--- src/rtl/kvt_pkg.sv ---
// Shared types and codes for the key/value table unit.
// No dependencies; used by kvt_cell, kvt_ctrl, key_value_table_unit and the testbench.
package kvt_pkg;

    localparam int WORD_BITS = 64;
    localparam int KIND_BITS = 2;
    localparam int STATUS_BITS = 2;

    typedef enum logic [KIND_BITS-1:0] {
        KIND_PUT = 2'd0,
        KIND_GET = 2'd1,
        KIND_DEL = 2'd2
    } t_kind;

    typedef enum logic [STATUS_BITS-1:0] {
        ST_OK        = 2'd0,
        ST_NOT_FOUND = 2'd1,
        ST_FULL      = 2'd2
    } t_status;

    // Search token handed from cell to cell
    typedef struct packed {
        logic active;   // token sits at this point of the chain
        logic hit;      // a valid entry upstream matched the key
        logic free;     // a free entry was seen upstream
    } t_token;

endpackage

--- src/rtl/kvt_cell.sv ---
// One table entry of the key/value chain: valid mark, key, value and search token stage.
// Depends on kvt_pkg.
module kvt_cell #(
    parameter int KEY_BITS   = 64,
    parameter int VALUE_BITS = 64
) (
    input  logic                  i_clk,
    input  logic                  i_rst_n,
    input  kvt_pkg::t_kind        i_kind,
    input  logic [KEY_BITS-1:0]   i_key,
    input  logic [VALUE_BITS-1:0] i_value,
    input  logic                  i_fill,
    input  kvt_pkg::t_token       i_tok,
    input  logic [VALUE_BITS-1:0] i_rd,
    output kvt_pkg::t_token       o_tok,
    output logic [VALUE_BITS-1:0] o_rd
);

    logic                  r_valid, n_valid;
    logic                  r_cand, n_cand;
    logic [KEY_BITS-1:0]   r_key, n_key;
    logic [VALUE_BITS-1:0] r_value, n_value;
    kvt_pkg::t_token       r_tok, n_tok;
    logic [VALUE_BITS-1:0] r_rd, n_rd;
    logic                  hit_here;

    // first valid match along the chain takes the request
    assign hit_here = i_tok.active && !i_tok.hit && r_valid && (r_key == i_key);

    always_comb begin
        n_valid = r_valid;
        n_cand  = r_cand;
        n_key   = r_key;
        n_value = r_value;
        n_tok   = i_tok;
        n_rd    = i_rd;
        if (hit_here) begin
            n_tok.hit = 1'b1;
            case (i_kind)
                kvt_pkg::KIND_PUT: n_value = i_value;
                kvt_pkg::KIND_GET: n_rd = r_value;
                kvt_pkg::KIND_DEL: n_valid = 1'b0;
                default: ;
            endcase
        end
        if (i_tok.active) begin
            // mark ourselves as the lowest free entry if nobody upstream was free
            n_cand     = !r_valid && !i_tok.free;
            n_tok.free = i_tok.free || !r_valid;
        end
        if (i_fill && r_cand) begin
            n_valid = 1'b1;
            n_key   = i_key;
            n_value = i_value;
        end
    end

    always_ff @(posedge i_clk) begin
        if (!i_rst_n) begin
            r_valid <= 1'b0;
            r_cand  <= 1'b0;
            r_tok   <= '0;
        end else begin
            r_valid <= n_valid;
            r_cand  <= n_cand;
            r_tok   <= n_tok;
        end
    end

    always_ff @(posedge i_clk) begin
        r_key   <= n_key;
        r_value <= n_value;
        r_rd    <= n_rd;
    end

    assign o_tok = r_tok;
    assign o_rd  = r_rd;

endmodule

--- config.mk ---
export PLATFORM = sky130hd
export DESIGN_NAME = kvt_cell
export DESIGN_NICKNAME = d
export VERILOG_FILES = /design/src/rtl/kvt_pkg.sv /design/src/rtl/kvt_cell.sv
export SDC_FILE = /design/constraint.sdc
export NUM_CORES = 1
export LEC_CHECK = 0
export ABC_AREA = 1
export BUFFER_PORTS_ARGS = -buffer_cell sky130_fd_sc_hd__buf_2
export CORE_MARGIN = 2
export CORE_UTILIZATION = 40
export CTS_CLUSTER_SIZE = 20
export DETAILED_ROUTE_END_ITERATION = 8
export HOLD_SLACK_MARGIN = 0.02
export PLACE_DENSITY = 0.69
export SLEW_MARGIN = 15
export SYNTH_ARGS = -nofsm -noshare
export SYNTH_HDL_FRONTEND = slang
export SYNTH_SLANG_ARGS = --single-unit
--- constraint.sdc ---
create_clock -name i_clk -period 5.6 [get_ports i_clk]
set_input_delay 1.12 -clock i_clk [delete_from_list [all_inputs] [get_ports i_clk]]
set_output_delay 1.12 -clock i_clk [all_outputs]
set_load 0.02 [all_outputs]
==> results by group <==
Global routing
  – Initial antenna violation count: 3
  – Vias in the first global route: 6194
  – GRT Residual Overflow: 0
  – First-pass GRT wire length: between 30000 and 40000 um
  – All-Layer GR Usage: 0.1879
  – Largest net degree at the start of global routing: 66

Synthesis
  – Multiplexer area fraction after synthesis: 0.08707
  – Mapped Nets: 949
  – XOR/XNOR Fraction of Synth Area: 0.04127
  – Simple-gate share of the synthesized area: 0.1909
  – Synth Cell Area: 0.008277 mm^2
  – Post-Synthesis Cells: around 750
  – Combinational family with the most area after synthesis: simple AND/OR/NAND/NOR gates
  – Adder and majority cell fraction of the synthesized area: 0
  – Compound-gate portion of the synthesized area: 0.003023
  – Seq/Total Area, Yosys: 0.6313
  – Netlist cell types: 25
  – Synth warnings: 0
  – Synthesized area per cell: ~11 um^2
  – Synth Register Bits: 197

Clock network
  – Clk_lat worst skew: approximately 0.43 ns
  – H-tree levels: 4
  – CTS sink count: slightly below 200
  – CTS clk-pin slew, worst paths: 0.07 ns
  – Hold_buf cts: 0
  – CTS tree: done
  – Resize count post-CTS: 0
  – Clock Tree Root: clkbuf_16
  – Max clock buf depth: 2
  – CTS buffer count: 17
  – # Post-CTS Setup Buffers: 0

Placed design
  – Port bufs: between 200 and 300
  – Post-place setup slack: 2.168 ns
  – Dpl cells: 1257
  – DP Wirelength: 13710 um
  – RD Place Congestion: 0.7966

Power
  – Net Sw Frac: 0.2363
  – Net Switching: 727.2 uW
  – Power density over cell area: 296.3 mW/mm^2
  – Combinational Power Share: 0.092
  – Leak pwr: 4.573 nW
  – Cell internal pwr: 2.350 mW
  – Sequential Power Share: 0.524
  – Worst VDD drop: 0.1891 mV
  – Clk pwr share: 0.384

Die
  – # IOs: 267
  – # rows: 52
  – Die area: between 0.02 and 0.025 mm^2
  – Chip Height: 147.8 um
  – Core area: between 0.02 and 0.025 mm^2
  – Die Wd: 147.8 um
  – Initial Utilization: 0.4077

Cells and area
  – Commonest non-fill, non-tap cell in the layout: buf_2
  – Most frequent cells in the layout: 266 x buf_2, 219 x nand2_1, 128 x edfxtp_1
  – Final net count: 1206
  – Final std cells w/o fill: 1292
  – Share of cells above drive strength 1: 0.3670
  – Area growth from synthesis to layout: 25.47%

Routing
  – Drc violations: 0
  – Wire length per cell: 15.86 um
  – DRT Wirelength: 20490 um
  – Vias per cell: 4.752
  – Drt pass-1 iters: 4
  – DRT antenna net count: 0
  – Vias after detailed routing: 6139
  – Starting DRT DRC Count: about 280

Critical path
  – Crit path launch type: input pin
  – Worst setup path category: in2reg
  – Largest fanout on the critical path: 64
  – Critical path required time: 5.65 ns
  – Critical Path AT: 3.08 ns
  – Crit. End Element: flop

STA
  – Max frequency: ~0.33 GHz
  – Worst-Margin Slew: ~0.94 ns
  – Fin Setup TNS: 0 ns
  – Worst clock skew: around 0.015 ns
  – Setup WS post-layout: 2.569 ns
  – RSZ-0062 raised after global routing: false
  – Min Clock Period, post-route: between 3 and 4 ns
  – Worst hold slack: 0.4729 ns
  – Period utilisation layout: 0.5412
  – Slew headroom: 0.3756
  – Setup violators final: 0
  – Max Transition Viols Final: 0
  – Final hold vios: 0

Job
  – Max Cap Violations: 0

Outcome
  – Status: complete, no violations

Min path
  – Hold WC Path Type: reg2reg
[registers in the layout, summed over array words and instances (netlist names)]
register and flops:
o_rd 64, o_tok 3, r_cand 1, r_key 64
r_valid 1, r_value 64
[cell usage after synthesis (all sizes together)]
cell    instances  area, um^2
xnor2          33       289.0
inv            48       180.2
nor2           52       200.2
xor2            6       52.55
o21ai           1       5.000
a21oi           4       20.02
buf            21       155.1
nor3b           1       7.510
mux2           64       720.7
edfxtp        128        3844
or2             4       25.03
nor3            5       30.03
nand2         220       825.8
nand3b          1       7.510
clkbuf         13       48.80
dfxtp          69        1381
nand3          12       65.06
nand4          67       419.2
[kinds of logic (layout without fill, tap and decap cells)]
group                  count (synthesis)  in the layout
other                                  0              3
multiplexers                          64             64
flip-flops                           197            197
buffers and inverters                 82            352
XOR/XNOR                              39             39
AO/OA/AOI/OAI                          5              5
AND/OR/NAND/NOR                      362            362
[worst max-delay path: stages]
cell	delay [ns]
buf_2	0.12
nor2_1	0.11
nor2_1	0.05
nor2_1	0.15
nand3_1	0.09
nor3_1	0.19
nand2_1	0.13
nor2_4	0.11
nand3_2	0.10
o21ai_4	0.12
buf_4	0.66
[power by group through the flow]
stage	clock network [mW]	logic [mW]	registers, mW
2_1_floorplan	0	0.116	1.68
3_3_place_gp	0	0.278	1.65
3_5_place_dp	0	0.285	1.65
4_1_cts	1.21	0.286	1.61
5_1_grt	1.26	0.312	1.62
6_report	1.18	0.284	1.61
[routing by layer]
metal / vias up / part of all wire / GRT usage
li1: 3058 / - / -
met1: 2883 / 0.43 / 0.2294
met2: 170 / 0.50 / 0.3240
met3: 28 / 0.050 / 0.04383
met4: 0 / 0.022 / 0.07190
met5: - / 0 / 0
[through the flow]
step | power (mW) | instance area (um^2) | utilization
4_1_cts | 3.107 | 10380 | 0.5112
3_3_place_gp | 1.923 | 9822 | 0.4839
2_1_floorplan | 1.795 | 8277 | -
3_5_place_dp | 1.931 | 9822 | 0.4839
6_report | 3.078 | 10390 | 0.5116
5_1_grt | 3.189 | 10390 | 0.5116
[worst paths after layout]
path / from / to / slack (ns) / depth (start not counted)
worst max-delay path: i_key[43] / r_value[61]$_DFFE_PP_ / 2.57 / 11
worst min-delay path: r_valid$_SDFFE_PN0P_ / r_valid$_SDFFE_PN0P_ / 0.47 / 2
worst max register to register: r_key[43]$_DFFE_PP_ / r_value[61]$_DFFE_PP_ / 2.97 / 10
worst min register to register: r_valid$_SDFFE_PN0P_ / r_valid$_SDFFE_PN0P_ / 0.47 / 2
[layout make-up]
class,instances,area [um^2]
fill,1835,9915
sequential,197,5225
multi-input combinational,470,2703
timing repair buffer,272,1376
clock buffer,19,432.9
tap,270,337.8
inverter,48,180.2
clock inverter,13,122.6
antenna,3,7.507
Power figures use the tool's default switching activity.
