<file path="src/rtl/kvt_pkg.sv">
// Shared types and codes for the key/value table unit.
// No dependencies; used by kvt_cell, kvt_ctrl, key_value_table_unit and the testbench.
package kvt_pkg;

    localparam int WORD_BITS = 64;
    localparam int KIND_BITS = 2;
    localparam int STATUS_BITS = 2;

    typedef enum logic [KIND_BITS-1:0] {
        KIND_PUT = 2'd0,
        KIND_GET = 2'd1,
        KIND_DEL = 2'd2
    } t_kind;

    typedef enum logic [STATUS_BITS-1:0] {
        ST_OK        = 2'd0,
        ST_NOT_FOUND = 2'd1,
        ST_FULL      = 2'd2
    } t_status;

    // Search token handed from cell to cell
    typedef struct packed {
        logic active;   // token sits at this point of the chain
        logic hit;      // a valid entry upstream matched the key
        logic free;     // a free entry was seen upstream
    } t_token;

endpackage

</file>
<file path="src/rtl/kvt_ctrl.sv">
// Request/result control for the key/value chain: holds the transaction, launches
// the search token, builds the result and issues the fill. Depends on kvt_pkg.
module kvt_ctrl #(
    parameter int KEY_BITS   = 64,
    parameter int VALUE_BITS = 64
) (
    input  logic                            i_clk,
    input  logic                            i_rst_n,
    input  logic                            i_start,
    input  logic [kvt_pkg::KIND_BITS-1:0]   i_kind,
    input  logic [kvt_pkg::WORD_BITS-1:0]   i_key,
    input  logic [kvt_pkg::WORD_BITS-1:0]   i_value,
    output logic                            o_busy,
    output logic                            o_done,
    output logic [kvt_pkg::STATUS_BITS-1:0] o_status,
    output logic [kvt_pkg::WORD_BITS-1:0]   o_read_value,
    output kvt_pkg::t_kind                  o_req_kind,
    output logic [KEY_BITS-1:0]             o_req_key,
    output logic [VALUE_BITS-1:0]           o_req_value,
    output kvt_pkg::t_token                 o_launch,
    output logic                            o_fill,
    input  kvt_pkg::t_token                 i_tok_last,
    input  logic [VALUE_BITS-1:0]           i_rd_last
);

    logic                          r_busy, n_busy;
    logic                          r_launch;
    logic                          r_done;
    kvt_pkg::t_kind                r_kind;
    logic [KEY_BITS-1:0]           r_key;
    logic [VALUE_BITS-1:0]         r_value;
    kvt_pkg::t_status              r_status, n_status;
    logic [kvt_pkg::WORD_BITS-1:0] r_read_value, n_read_value;
    logic                          accept;

    assign accept = i_start && !r_busy;

    always_comb begin
        n_busy = r_busy;
        if (accept) begin
            n_busy = 1'b1;
        end else if (i_tok_last.active) begin
            n_busy = 1'b0;
        end
    end

    // result from the token leaving the last cell
    always_comb begin
        n_status     = kvt_pkg::ST_NOT_FOUND;
        n_read_value = '0;
        case (r_kind)
            kvt_pkg::KIND_PUT: begin
                if (i_tok_last.hit || i_tok_last.free) begin
                    n_status = kvt_pkg::ST_OK;
                end else begin
                    n_status = kvt_pkg::ST_FULL;
                end
            end
            kvt_pkg::KIND_GET: begin
                if (i_tok_last.hit) begin
                    n_status     = kvt_pkg::ST_OK;
                    n_read_value = kvt_pkg::WORD_BITS'(i_rd_last);
                end
            end
            kvt_pkg::KIND_DEL: begin
                if (i_tok_last.hit) begin
                    n_status = kvt_pkg::ST_OK;
                end
            end
            default: ;
        endcase
    end

    always_ff @(posedge i_clk) begin
        if (!i_rst_n) begin
            r_busy   <= 1'b0;
            r_launch <= 1'b0;
            r_done   <= 1'b0;
        end else begin
            r_busy   <= n_busy;
            r_launch <= accept;
            r_done   <= i_tok_last.active;
        end
    end

    always_ff @(posedge i_clk) begin
        if (accept) begin
            r_kind  <= kvt_pkg::t_kind'(i_kind);
            r_key   <= i_key[KEY_BITS-1:0];
            r_value <= i_value[VALUE_BITS-1:0];
        end
        if (i_tok_last.active) begin
            r_status     <= n_status;
            r_read_value <= n_read_value;
        end
    end

    assign o_launch     = '{active: r_launch, hit: 1'b0, free: 1'b0};
    assign o_fill       = i_tok_last.active && (r_kind == kvt_pkg::KIND_PUT)
                          && !i_tok_last.hit && i_tok_last.free;
    assign o_req_kind   = r_kind;
    assign o_req_key    = r_key;
    assign o_req_value  = r_value;
    assign o_busy       = r_busy;
    assign o_done       = r_done;
    assign o_status     = r_status;
    assign o_read_value = r_read_value;

endmodule

</file>
<file path="config.mk">
export PLATFORM = sky130hd
export DESIGN_NAME = kvt_ctrl
export DESIGN_NICKNAME = d
export VERILOG_FILES = /design/src/rtl/kvt_pkg.sv /design/src/rtl/kvt_ctrl.sv
export SDC_FILE = /design/constraint.sdc
export NUM_CORES = 1
export LEC_CHECK = 0
export BUFFER_PORTS_ARGS = -buffer_cell sky130_fd_sc_hd__buf_2
export CAP_MARGIN = 30
export CORE_AREA = 2 2 155 157
export CTS_CLUSTER_DIAMETER = 200
export DETAILED_ROUTE_END_ITERATION = 6
export DIE_AREA = 0 0 157 159
export PLACE_DENSITY_LB_ADDON = 0.3
export SLEW_MARGIN = 0
export SYNTH_ARGS = -nofsm -noshare
export SYNTH_HDL_FRONTEND = slang
export SYNTH_SLANG_ARGS = --single-unit
</file>
<file path="constraint.sdc">
create_clock -name i_clk -period 9.7 [get_ports i_clk]
set_input_delay 0.97 -clock i_clk [delete_from_list [all_inputs] [get_ports i_clk]]
set_output_delay 0.97 -clock i_clk [all_outputs]
set_load 0.05 [all_outputs]
</file>
==> impl_results.md <==
- Static leakage: 4.29 nW
- RSZ-0062 raised after global routing: false
- Final HPWL DP: 13.9 mm
- Syn avg cell area: 22.4 um2
- CTS sink cnt: 199
- Vias per cell: 4.08
- Power Dens Cells: 211 nW/um2
- Pin count of the biggest net entering global routing: 73
- Hold Vio Cnt, Final: 0
- CTS Hold Bufs: 0
- Critical Path Start Type: primary input
- Root Driver: clkbuf_16
- Distinct cell type count after synthesis: 16
- CTS Buf Count: 17
- Antenna Nets Post-Route: 0
- Final min period: 3300 ps
- Worst-path clk slew: 80 ps
- Die Y: 159 um
- Critical path endpoint category: output port
- Cells after synthesis: 293
- Final count of pins violating max slew: 0
- Die ar.: 25000 um2
- CTS tree: built
- H-tree depth: 4
- Share of cells above drive strength 1: 61.2%
- Placed cells: 998
- Number of fill cells: 2164
- Global-route wire length before repair: 25.7 mm
- YS warnings: 0
- Starting Density: 28.3%
- Area of the mapped netlist: 6560 um2
- Share of the synthesized area in the top cell type: 89.7%
- Worst Max-Slew Pin Slew: 956 ps
- Ports: 402
- Final setup fails: 0
- Antenna violations before repair: 10
- Outcome: finished, final reports clean
- Residual DRC count: 0
- # Max-Cap Violations: 0
- Area Growth Syn to Fin: 44.3%
- 1st-iter DRT viols: 187
- Max frequency: 303 MHz
- Synth area leader: edfxtp_1
- Wirelength, routed: 18.6 mm
- DR WL/cell: 18.0 um
- DP Area: 8870 um2
- Critical path fanouts, max: 69
- Post-CTS setup buffers: 0
- Clock Latency Late Sink: 420 ps
- Core box area: 23200 um2
- Crit share post-route: 34.0%
- Setup TNS Final: 0 ps
- #FFs+latches synth: 199
- Skew final: 16.3 ps
- Peak supply drop: 91.3 uV
- Hold Path Class: reg -> reg
- Core Rows: 56
- Vias in the first global route: 4195
- Die Wd: 157 um
- Routability cong.: 0.763
- Vias: 4215
- Top cells by area, synth: edfxtp_1 (90%), and3_1 (6.1%), dfxtp_1 (0.92%)
- WP data arrival: 2330 ps
- Hold Path Stages: 1
- WHS: 645 ps
- GRT Util Overall: 14.3%
- Worst Reg-to-Reg Cells: 3
- Bufs on Longest Clock Path: 2
- Detailed Routing Iterations Pass 1: 4
- Critical path class: in -> out
- Seq/Total Area, Yosys: 90.6%
- Congestion Overflow GR: 0
- Resized cells post-CTS: 0
- Slew margin rel.: 36.3%
- Nets: 900
- CP required: 8730 ps
- Final instance area: 9470 um2
- Cell Count, Final, Fillers Out: 1033
- I/O Buffers: 399
## flip-flops by register name, summed over array words and instances (netlist names)
signal	flops
r_launch	1
o_done	1
o_busy	1
o_req_key	64
o_read_value	64
o_req_kind	2
o_req_value	64
o_status	2
## cell type report
| type | count | area [um2] | share of cell area, % |
|---|---|---|---|
| sequential | 199 | 5950 | 62.8 |
| timing repair buffer | 402 | 2020 | 21.3 |
| multi-input combinational | 76 | 503 | 5.31 |
| clock buffer | 18 | 429 | 4.53 |
| tap | 319 | 399 | 4.22 |
| clock inverter | 14 | 158 | 1.66 |
| inverter | 2 | 7.51 | 0.0793 |
| antenna | 3 | 7.51 | 0.0793 |
## layer usage
| metal | global-route usage, % | share of wire (%) |
|---|---|---|
| met4 | 3.13 | 0.76 |
| met5 | 0 | 0.47 |
| met3 | 7.57 | 12 |
| met1 | 14.3 | 34 |
| met2 | 25.9 | 52 |
## per-stage QoR
stage                     util (%)  total power, mW  setup WS, ps
final                         40.8             2.00          6400
after global routing          40.8             2.07          6300
after global placement        38.3             1.33          6400
after CTS                     40.8             2.03          6390
after floorplan                  -             1.24          2410
after detailed placement      38.3             1.33          6370
## critical path, cell delays in order
cell and delay [ps]:
buf_2 70, buf_4 640, and4b_1 330, buf_2 270
## cells in the mapped netlist
cell type and number:
nor3b_1 1, conb_1 1, clkbuf_2 6, and4b_1 1, mux2i_1 1, inv_1 2
and2_1 2, o21a_1 1, dfxtp_1 3, buf_6 4, edfxtp_1 196, buf_2 3
buf_4 4, and3_1 64, ha_1 2, nor2b_1 2
## report_power, final
group          switching, mW  internal (mW)
logic                  0.229         0.0646
clock network          0.345          0.346
registers             0.0117           1.00
total                  0.585           1.41
## final timing paths
path	to	startpoint	slack (ps)
worst max-delay path	o_fill	i_tok_last[2]	6400
worst min-delay path	o_req_kind[1]$_DFFE_PP_	o_busy$_SDFFE_PN0P_	650
worst max register to register	o_req_key[39]$_DFFE_PP_	o_busy$_SDFFE_PN0P_	7220
worst min register to register	o_req_kind[1]$_DFFE_PP_	o_busy$_SDFFE_PN0P_	650
## layout by cell type, fill, tap and decap left out
master	count
and2_1	2
and3_1	64
and4b_1	1
buf_2	399
buf_4	3
clkbuf_1	1
clkbuf_16	17
clkinv_4	5
clkinv_8	4
conb_1	2
dfxtp_1	3
diode_2	3
edfxtp_1	196
ha_1	1
ha_2	1
inv_1	2
inv_6	3
inv_8	2
mux2i_1	1
nor2b_1	1
nor2b_4	1
nor3b_1	1
o21a_1	1
## cell families (layout without fill, tap and decap cells)
kind of cell,count (synthesis),in the layout,share of synthesized area (%)
compound gates,1,1,0.114
fa+ha+maj,2,2,0.381
buf+inv,19,436,1.94
flops,199,199,90.6
mux,1,1,0.153
other cells,1,5,0.0571
simple gates,70,70,6.75
Note: power is estimated with default switching activity, not from simulation.
